==> src/hdl/ymr_pkg.sv <==
// ----------------------------------------------------------------------------
// ymr_pkg
// Types and constants shared by the YMODEM receiver.
// ----------------------------------------------------------------------------
package ymr_pkg;

  localparam int unsigned LongBlockDef  = 1024;
  localparam int unsigned ShortBlockDef = 128;
  localparam logic [31:0] TimeoutRst    = 32'd3000;

  localparam logic [7:0] ChSoh = 8'h01;
  localparam logic [7:0] ChStx = 8'h02;
  localparam logic [7:0] ChEot = 8'h04;
  localparam logic [7:0] ChAck = 8'h06;
  localparam logic [7:0] ChNak = 8'h15;
  localparam logic [7:0] ChCan = 8'h18;
  localparam logic [7:0] ChC   = 8'h43;
  localparam logic [30:0] SizeMax = 31'h7FFF_FFFF;

  typedef enum logic [1:0] {
    REQ_START = 2'd0,
    REQ_BYTE  = 2'd1,
    REQ_TICK  = 2'd2
  } req_e;

  typedef enum logic [2:0] {
    K_SEND    = 3'd0,
    K_NAME    = 3'd1,
    K_PAYLOAD = 3'd2,
    K_HDR_OK  = 3'd3,
    K_BLK_OK  = 3'd4,
    K_SUCCESS = 3'd5,
    K_ERROR   = 3'd6
  } kind_e;

  typedef enum logic [2:0] {
    E_NONE     = 3'd0,
    E_START    = 3'd1,
    E_TIMEOUT  = 3'd2,
    E_SEQ      = 3'd3,
    E_COMP     = 3'd4,
    E_CRC      = 3'd5,
    E_END      = 3'd6
  } cause_e;

  typedef enum logic [3:0] {
    PH_IDLE       = 4'd0,
    PH_WAIT_START = 4'd1,
    PH_HDR_PKT    = 4'd2,
    PH_DATA_WAIT  = 4'd3,
    PH_DATA_PKT   = 4'd4,
    PH_END_EOT    = 4'd5,
    PH_FINAL_WAIT = 4'd6,
    PH_FINAL_PKT  = 4'd7
  } phase_e;

  // packed from the top bit down: cause, size, data, kind (kind lowest)
  typedef struct packed {
    logic [2:0]  cause;
    logic [30:0] size;
    logic [7:0]  data;
    logic [2:0]  kind;
  } res_t;

  localparam int unsigned ResW = $bits(res_t);

  function automatic logic [15:0] crc_step(input logic [15:0] crc, input logic [7:0] b);
    logic [15:0] c;
    c = crc ^ {b, 8'h00};
    for (int i = 0; i < 8; i++) begin
      c = c[15] ? ({c[14:0], 1'b0} ^ 16'h1021) : {c[14:0], 1'b0};
    end
    return c;
  endfunction

  function automatic res_t mk_res(input kind_e k, input logic [7:0] b, input logic [30:0] s,
                                  input cause_e c);
    res_t r;
    r.kind  = k;
    r.data  = b;
    r.size  = s;
    r.cause = c;
    return r;
  endfunction

endpackage

==> src/hdl/ymodem_receiver.sv <==
// ----------------------------------------------------------------------------
// ymodem_receiver
// YMODEM CRC-16 single file receiver with stream in/out and APB register.
// ----------------------------------------------------------------------------
// Input words (s_axis): tdata = {rx_data, req_type}; start, received byte or
// tick. Each word produces zero to four result words on m_axis; tlast marks
// the final result of a word. One word is processed in the cycle it is
// accepted and its results land in a four-entry result buffer, so the first
// result is offered the next cycle; the buffer then drains one per cycle
// while m_axis_tready is high. The next word is taken as soon as the
// buffer is empty or will be empty after this cycle.
// When m_axis_tready is low a non-empty buffer holds and s_axis_tready is low.
// Reset clears the protocol state to idle, the buffer to empty and
// timeout_ticks (APB address 0) to 3000. Inside a packet the timeout is
// twice timeout_ticks.
// ----------------------------------------------------------------------------
module ymodem_receiver import ymr_pkg::*; #(
  parameter int unsigned LongBlock  = LongBlockDef,
  parameter int unsigned ShortBlock = ShortBlockDef
) (
  input  logic        clk_i,
  input  logic        rst_ni,
  input  logic        s_axis_tvalid,
  output logic        s_axis_tready,
  input  logic [15:0] s_axis_tdata,   // [1:0] req_type, [9:2] rx_data
  output logic        m_axis_tvalid,
  input  logic        m_axis_tready,
  output logic [47:0] m_axis_tdata,   // [2:0] out_kind, [10:3] out_byte,
                                      // [41:11] file_size, [44:42] err_cause
  output logic        m_axis_tlast,
  input  logic        psel,
  input  logic        penable,
  input  logic        pwrite,
  input  logic [1:0]  paddr,
  input  logic [31:0] pwdata,
  output logic [31:0] prdata,
  output logic        pready
);

  localparam int unsigned IdxW = $clog2(LongBlock + 4);

  logic [31:0] timeout_q;
  phase_e      phase_q, phase_d;
  logic [IdxW-1:0] idx_q, idx_d;
  logic        long_q, long_d;
  logic [7:0]  seq_q, seq_d;
  logic [15:0] crc_q, crc_d;
  logic [7:0]  crch_q, crch_d;
  logic        name_done_q, name_done_d;
  logic [30:0] size_q, size_d;
  logic        parsing_q, parsing_d, fin_q, fin_d, neg_q, neg_d;
  logic [30:0] rem_q, rem_d;
  logic        nolim_q, nolim_d;
  logic [32:0] tick_q, tick_d;
  logic        sbad_q, sbad_d, cbad_q, cbad_d;

  res_t        buf_q [4];
  res_t        res   [4];
  logic [2:0]  cnt_q, n;
  logic [1:0]  rd_q;

  logic        in_acc, out_acc;
  logic [1:0]  req;
  logic [7:0]  b;

  assign pready = 1'b1;
  assign prdata = (paddr == 2'd0) ? timeout_q : 32'd0;

  always_ff @(posedge clk_i or negedge rst_ni) begin
    if (!rst_ni) begin
      timeout_q <= TimeoutRst;
    end else if (psel && penable && pwrite && paddr == 2'd0) begin
      timeout_q <= pwdata;
    end
  end

  assign req = s_axis_tdata[1:0];
  assign b   = s_axis_tdata[9:2];

  assign m_axis_tvalid = (cnt_q != 3'd0);
  assign out_acc       = m_axis_tvalid && m_axis_tready;
  assign s_axis_tready = (cnt_q == 3'd0) || (cnt_q == 3'd1 && m_axis_tready);
  assign in_acc        = s_axis_tvalid && s_axis_tready;
  assign m_axis_tdata  = {3'b000, buf_q[rd_q]};
  assign m_axis_tlast  = (cnt_q == 3'd1);

  always_comb begin
    logic [IdxW-1:0] len;
    logic [7:0]  expv;
    logic [32:0] limit;
    logic [35:0] prod;
    logic [IdxW-1:0] d;
    logic        fail;
    cause_e      fc;
    logic        fin_pkt;
    logic [30:0] sz;

    phase_d = phase_q; idx_d = idx_q; long_d = long_q; seq_d = seq_q;
    crc_d = crc_q; crch_d = crch_q; name_done_d = name_done_q; size_d = size_q;
    parsing_d = parsing_q; fin_d = fin_q; neg_d = neg_q; rem_d = rem_q;
    nolim_d = nolim_q; tick_d = tick_q; sbad_d = sbad_q; cbad_d = cbad_q;
    n = 3'd0;
    fail = 1'b0; fc = E_NONE; fin_pkt = 1'b0;
    for (int i = 0; i < 4; i++) res[i] = '0;
    len  = long_q ? IdxW'(LongBlock) : IdxW'(ShortBlock);
    expv = (phase_q == PH_FINAL_PKT) ? 8'h00 : seq_q;
    d    = idx_q - IdxW'(2);
    prod = 36'(size_q) * 36'd10 + 36'(b - 8'h30);
    sz   = neg_q ? 31'd0 : size_q;
    limit = (phase_q == PH_HDR_PKT || phase_q == PH_DATA_PKT || phase_q == PH_FINAL_PKT)
            ? {timeout_q, 1'b0} : {1'b0, timeout_q};

    if (in_acc) begin
      case (req)
        REQ_START: begin
          seq_d = '0; name_done_d = 1'b0; size_d = '0; parsing_d = 1'b0;
          fin_d = 1'b0; neg_d = 1'b0; rem_d = '0; nolim_d = 1'b0;
          phase_d = PH_WAIT_START; long_d = 1'b0; idx_d = '0; crc_d = '0;
          crch_d = '0; sbad_d = 1'b0; cbad_d = 1'b0; tick_d = '0;
          res[0] = mk_res(K_SEND, ChC, '0, E_NONE); n = 3'd1;
        end
        REQ_BYTE: begin
          unique case (phase_q)
            PH_WAIT_START, PH_DATA_WAIT: begin
              tick_d = '0;
              if (phase_q == PH_DATA_WAIT && b == ChEot) begin
                res[0] = mk_res(K_SEND, ChNak, '0, E_NONE); n = 3'd1;
                phase_d = PH_END_EOT;
              end else if (b == ChSoh || b == ChStx) begin
                phase_d = (phase_q == PH_WAIT_START) ? PH_HDR_PKT : PH_DATA_PKT;
                long_d = (b == ChStx); idx_d = '0; crc_d = '0; crch_d = '0;
                sbad_d = 1'b0; cbad_d = 1'b0;
              end else begin
                fail = 1'b1; fc = E_START;
              end
            end
            PH_END_EOT: begin
              tick_d = '0;
              if (b == ChEot) begin
                res[0] = mk_res(K_SEND, ChAck, '0, E_NONE);
                res[1] = mk_res(K_SEND, ChC, '0, E_NONE); n = 3'd2;
                phase_d = PH_FINAL_WAIT;
              end else begin
                fail = 1'b1; fc = E_END;
              end
            end
            PH_FINAL_WAIT: begin
              tick_d = '0;
              if (b == ChSoh) begin
                phase_d = PH_FINAL_PKT; long_d = 1'b0; idx_d = '0; crc_d = '0;
                crch_d = '0; sbad_d = 1'b0; cbad_d = 1'b0;
              end else begin
                fail = 1'b1; fc = E_END;
              end
            end
            PH_HDR_PKT, PH_DATA_PKT, PH_FINAL_PKT: begin
              tick_d = '0;
              idx_d = idx_q + IdxW'(1);
              if (idx_q == '0) begin
                sbad_d = (b != expv);
              end else if (idx_q == IdxW'(1)) begin
                cbad_d = (b != (8'hFF - expv));
              end else if (idx_q < len + IdxW'(2)) begin
                crc_d = crc_step(crc_q, b);
                if (phase_q == PH_HDR_PKT) begin
                  if (!name_done_q) begin
                    if (b == 8'h00) name_done_d = 1'b1;
                    else begin
                      res[0] = mk_res(K_NAME, b, '0, E_NONE); n = 3'd1;
                    end
                  end else if (!fin_q) begin
                    if (!parsing_q && (b == 8'h20 || (b >= 8'd9 && b <= 8'd13))) begin
                      parsing_d = 1'b0;
                    end else if (!parsing_q && b == 8'h2D) begin
                      parsing_d = 1'b1; neg_d = 1'b1;
                    end else if (!parsing_q && b == 8'h2B) begin
                      parsing_d = 1'b1;
                    end else begin
                      parsing_d = 1'b1;
                      if (b >= 8'h30 && b <= 8'h39) begin
                        size_d = (prod > 36'(SizeMax)) ? SizeMax : prod[30:0];
                      end else begin
                        fin_d = 1'b1;
                      end
                    end
                  end
                end else if (phase_q == PH_DATA_PKT &&
                             (nolim_q || 31'(d) < rem_q)) begin
                  res[0] = mk_res(K_PAYLOAD, b, '0, E_NONE); n = 3'd1;
                end
              end else if (idx_q == len + IdxW'(2)) begin
                crch_d = b;
              end else begin
                fin_pkt = 1'b1;
                idx_d = idx_q;
                if (sbad_q) begin
                  fail = 1'b1; fc = E_SEQ;
                end else if (cbad_q) begin
                  fail = 1'b1; fc = E_COMP;
                end else if (phase_q != PH_FINAL_PKT && crc_q != {crch_q, b}) begin
                  fail = 1'b1; fc = E_CRC;
                end else if (phase_q == PH_HDR_PKT) begin
                  nolim_d = (sz == '0); rem_d = sz;
                  res[0] = mk_res(K_HDR_OK, '0, sz, E_NONE);
                  res[1] = mk_res(K_SEND, ChAck, '0, E_NONE);
                  res[2] = mk_res(K_SEND, ChC, '0, E_NONE); n = 3'd3;
                  seq_d = 8'd1; phase_d = PH_DATA_WAIT;
                end else if (phase_q == PH_DATA_PKT) begin
                  if (!nolim_q) rem_d = (rem_q < 31'(len)) ? '0 : rem_q - 31'(len);
                  res[0] = mk_res(K_BLK_OK, '0, '0, E_NONE);
                  res[1] = mk_res(K_SEND, ChAck, '0, E_NONE); n = 3'd2;
                  seq_d = seq_q + 8'd1; phase_d = PH_DATA_WAIT;
                end else begin
                  res[0] = mk_res(K_SEND, ChAck, '0, E_NONE);
                  res[1] = mk_res(K_SUCCESS, '0, '0, E_NONE); n = 3'd2;
                  phase_d = PH_IDLE;
                end
              end
            end
            default: ;
          endcase
        end
        REQ_TICK: begin
          if (phase_q != PH_IDLE) begin
            tick_d = tick_q + 33'd1;
            if (tick_d >= limit) begin
              tick_d = '0;
              if (phase_q == PH_WAIT_START) begin
                res[0] = mk_res(K_SEND, ChC, '0, E_NONE); n = 3'd1;
              end else begin
                fail = 1'b1; fc = E_TIMEOUT;
              end
            end
          end
        end
        default: ;
      endcase
      if (fail) begin
        res[0] = mk_res(K_SEND, ChCan, '0, E_NONE);
        res[1] = mk_res(K_SEND, ChCan, '0, E_NONE);
        res[2] = mk_res(K_SEND, ChCan, '0, E_NONE);
        res[3] = mk_res(K_ERROR, '0, '0, fc); n = 3'd4;
        phase_d = PH_IDLE;
      end else if (fin_pkt) begin
        tick_d = '0;
      end
    end
  end

  always_ff @(posedge clk_i or negedge rst_ni) begin
    if (!rst_ni) begin
      phase_q <= PH_IDLE; idx_q <= '0; long_q <= 1'b0; seq_q <= '0; crc_q <= '0;
      crch_q <= '0; name_done_q <= 1'b0; size_q <= '0; parsing_q <= 1'b0;
      fin_q <= 1'b0; neg_q <= 1'b0; rem_q <= '0; nolim_q <= 1'b0; tick_q <= '0;
      sbad_q <= 1'b0; cbad_q <= 1'b0; cnt_q <= '0; rd_q <= '0;
    end else begin
      phase_q <= phase_d; idx_q <= idx_d; long_q <= long_d; seq_q <= seq_d;
      crc_q <= crc_d; crch_q <= crch_d; name_done_q <= name_done_d;
      size_q <= size_d; parsing_q <= parsing_d; fin_q <= fin_d; neg_q <= neg_d;
      rem_q <= rem_d; nolim_q <= nolim_d; tick_q <= tick_d; sbad_q <= sbad_d;
      cbad_q <= cbad_d;
      if (in_acc && n != 3'd0) begin
        cnt_q <= n; rd_q <= '0;
      end else if (out_acc) begin
        cnt_q <= cnt_q - 3'd1; rd_q <= rd_q + 2'd1;
      end
    end
  end

  always_ff @(posedge clk_i) begin
    if (in_acc && n != 3'd0) begin
      for (int i = 0; i < 4; i++) buf_q[i] <= res[i];
    end
  end

endmodule

==> config.mk <==
export PLATFORM = sky130hd
export DESIGN_NAME = ymodem_receiver
export DESIGN_NICKNAME = d
export VERILOG_FILES = /design/src/hdl/ymr_pkg.sv /design/src/hdl/ymodem_receiver.sv
export SDC_FILE = /design/constraint.sdc
export NUM_CORES = 1
export LEC_CHECK = 0
export BUFFER_PORTS_ARGS = -buffer_cell sky130_fd_sc_hd__clkbuf_2
export CAP_MARGIN = 40
export CORE_MARGIN = 4
export CORE_UTILIZATION = 45
export CTS_BUF_LIST = sky130_fd_sc_hd__clkbuf_16
export CTS_CLUSTER_SIZE = 24
export DETAILED_ROUTE_END_ITERATION = 6
export GPL_TIMING_DRIVEN = 0
export SETUP_SLACK_MARGIN = 0.05
export SYNTH_ARGS = -nofsm -noshare
export SYNTH_HDL_FRONTEND = slang
export SYNTH_SLANG_ARGS = --single-unit
==> constraint.sdc <==
create_clock -name clk_i -period 5.5 [get_ports clk_i]
set_input_delay 0.825 -clock clk_i [delete_from_list [all_inputs] [get_ports clk_i]]
set_output_delay 0.825 -clock clk_i [all_outputs]
set_load 0.02 [all_outputs]
==> metrics <==
total grt overflow=0; post-route ant nets=0; ys async rst share=about four fifths; final worst-path cycle share=~95%; sequential-to-total area share from yosys stat=about a third; DRC Markers=0; sw frac=~40%; max_slew headroom=34.82%; Worst-Skew Late Latency=about 590 ps; Final Setup Violations=0; sequential share of power=about a third; vias in the first global route=16480; share of cells above drive strength 1=roughly 16%; synthesized area=~19000 um^2; Max Cap Viol=0; internal power=4.087 mW; EDFF count, synth=~50; Setup crit end kind=flip-flop; first-pass GRT wire length=approximately 86000 um; clk_skew=46.36 ps; WL final=roughly 53000 um; post-DP HPWL=slightly above 40000 um; Die Y=around 210 um; HP Class=input port to asynchronous set/reset pin; Top FF cell, synth=dfrtp_1; WL/cell=approximately 19 um; core area=just over 40000 um^2; Combinational Power Share=between 30% and 40%; layout net count=2526; Slew @ Worst Pin=between 900 and 1000 ps; NetSw=around 2.6 mW; num rows=74; cts hold-fix bufs=0; #FFs+latches synth=~240; Clock Tree Root=clkbuf_16; gr usage total=roughly 23%; crit start category=flip-flop; Power Density=313.3 nW/um^2; First-pass DRT Iterations=6; CP Class=flip-flop to flip-flop; synthesis warning total=0; initial DRC count=~990; Final Hold Fails=0; I/O Pins=around 140; Setup TNS Final=0 ps; CTS tree=yes; Inserted Clock Buffers=30; DR vias=around 17000; largest net degree at the start of global routing=67; worst hold slack=234.3 ps; crit path DAT=~5600 ps; fin. max-slew vios=0; Pleak=9.619 nW; Clock transition at path regs=around 60 ps; Initial Utilization=45.58%; RePlAce Congestion=roughly 0.94; H-tree levels=1; outcome=finished clean; Vias/cell=between 5 and 6; Critical Path RT=roughly 5900 ps; Clock Sinks=about 240; Layout area overhead=14.91%; Die Area=44770 um^2; Max Root-Sink Buffers=3; Distinct cells, synth=between 90 and 100; initial antenna violation count=0; CP Max Fanout=10; antenna diode count=0; syn_area_per_cell=roughly 9 um^2; clock share of power=between 20 and 30%; DIE WIDTH=roughly 210 um; Worst VDD drop=about 270 uV; FMAX=about 190 MHz; Final min period=5216 ps; I/O Buffers=approximately 130; Mapped Cells=2119
-- flip-flops by register name, indices dropped and copies added (netlist names), 3 cells and up --
signal	cells
timeout_q	32
size_q	31
buf_q	51
phase_q	3
cnt_q	3
rem_q	31
idx_q	11
seq_q	8
tick_q	33
crc_q	16
crch_q	8
-- metal layers --
| metal | up-vias | GRT usage, % | wire [um] |
|---|---|---|---|
| met3 | 97 | 2.519 | 2162 |
| met2 | 366 | 40.17 | 25870 |
| met1 | 7959 | 30.74 | 23630 |
| met4 | 0 | 7.064 | 1691 |
| li1 | 8107 | - | - |
| met5 | - | 0 | 0 |
-- final cells by class --
class	count	area [um^2]
multi-input combinational	1719	11930
sequential	237	6203
buffer	106	496.7
clock buffer	30	750.7
timing repair buffer	154	954.7
clock inverter	26	219.0
inverter	57	214.0
fill	3873	19490
tap	532	665.6
-- power by group through the flow --
| stage | Combinational [mW] | Clock [mW] | Sequential (mW) |
|---|---|---|---|
| 2_1_floorplan | 1.91 | 0 | 2.12 |
| 3_3_place_gp | 2.57 | 0 | 2.16 |
| 3_5_place_dp | 2.64 | 0 | 2.17 |
| 4_1_cts | 2.66 | 1.97 | 2.14 |
| 5_1_grt | 2.95 | 2.04 | 2.16 |
| 6_report | 2.66 | 1.92 | 2.14 |
-- stage by stage --
stage | setup WS (ps) | util (%) | area (um^2) | total power, mW | std cells
global route | -0.6102 | 52.38 | 21440 | 7.145 | 2861
global placement | -1168 | 48.84 | 19990 | 4.732 | 2781
finish | 283.9 | 52.38 | 21440 | 6.717 | 2861
floorplan | 445.3 | - | 18680 | 4.025 | 2121
CTS | 50.80 | 51.90 | 21240 | 6.764 | 2849
detailed placement | -528.9 | 49.26 | 20160 | 4.803 | 2789
-- final timing paths --
path	startpoint	endpoint	slack (ps)	depth (start not counted)
setup / recovery	size_q[1]	size_q[22]	280	21
hold / removal	rst_ni	crc_q[0]	230	2
setup reg to reg	size_q[1]	size_q[22]	280	21
hold reg to reg	fin_q	fin_q	500	2
max in group asynchronous	rst_ni	tick_q[1]	4540	3
min in group clk_i	pwdata[10]	timeout_q[10]	470	2
-- worst max-delay path, stage by stage, from the launching register on --
cell      delay (ps)
dfrtp_2          440
ha_1             310
ha_1             270
fa_2             380
a21o_1           240
a221oi_4         390
o211a_4          260
o31ai_1          100
a21o_1           220
a21oi_2          150
xnor2_1          110
ha_2             380
and4_1           230
nand2_1          120
nor2_1           160
o211ai_1         210
a31oi_2          290
o21ai_2           80
xor2_1           140
a41o_2           290
clkbuf_4         220
nand2_1           70
-- cell families after synthesis --
family	synth area share (%)
flops	33.21
buf+inv	3.790
mux	4.353
compound gates	18.71
other cells	0.04026
xor+xnor	7.277
simple gates	21.54
fa+ha+maj	11.08
-- cells in the mapped netlist (18+ instances only) --
| cell | instances | area share, % |
|---|---|---|
| o21ai_0 | 147 | 3.9 |
| nand3_1 | 60 | 1.6 |
| a22oi_1 | 41 | 1.7 |
| xnor2_1 | 91 | 4.3 |
| o211ai_1 | 19 | 0.76 |
| nor4_1 | 30 | 1.0 |
| mux2_2 | 33 | 2.0 |
| clkbuf_1 | 62 | 1.2 |
| buf_2 | 20 | 0.54 |
| xor2_1 | 64 | 3.0 |
| o21a_1 | 18 | 0.72 |
| nand2_1 | 198 | 4.0 |
| mux2i_1 | 44 | 2.4 |
| and3_1 | 25 | 0.84 |
| a21oi_1 | 120 | 3.2 |
| inv_1 | 56 | 1.1 |
| a21o_1 | 22 | 0.89 |
| nor2_1 | 169 | 3.4 |
| nand2b_1 | 22 | 0.74 |
| edfxtp_1 | 51 | 8.2 |
| ha_1 | 162 | 11 |
| nand4_1 | 29 | 0.97 |
| and2_1 | 108 | 3.6 |
| dfrtp_1 | 179 | 24 |
| nor3_1 | 53 | 1.4 |
-- what timing repair did --
item                       4_1_cts  5_1_grt
pin swaps                        3       12
gates cloned                     0        0
setup endpoints to repair      135      149
gates resized for setup         18       34
setup buffers                    4       14
-- layout by cell type, fill, tap and decap left out, types with 18 or more instances in the layout --
cell       count
buf_2         19
and2_1       107
nand3_1       60
nor2_1       168
a21oi_1      116
xor2_1        64
edfxtp_1      51
nor4_1        27
nor3_1        48
a22oi_1       41
and3_1        24
nand4_1       29
o211ai_1      19
clkbuf_16     30
nand2b_1      22
mux2i_1       44
inv_1         63
o21ai_0      145
ha_1         161
buf_4         26
nand2_1      197
dfrtp_1      172
clkbuf_2     134
mux2_2        33
clkbuf_1      57
xnor2_1       91
o21a_1        18
a21o_1        22
Note: power is estimated with default switching activity, not from simulation.
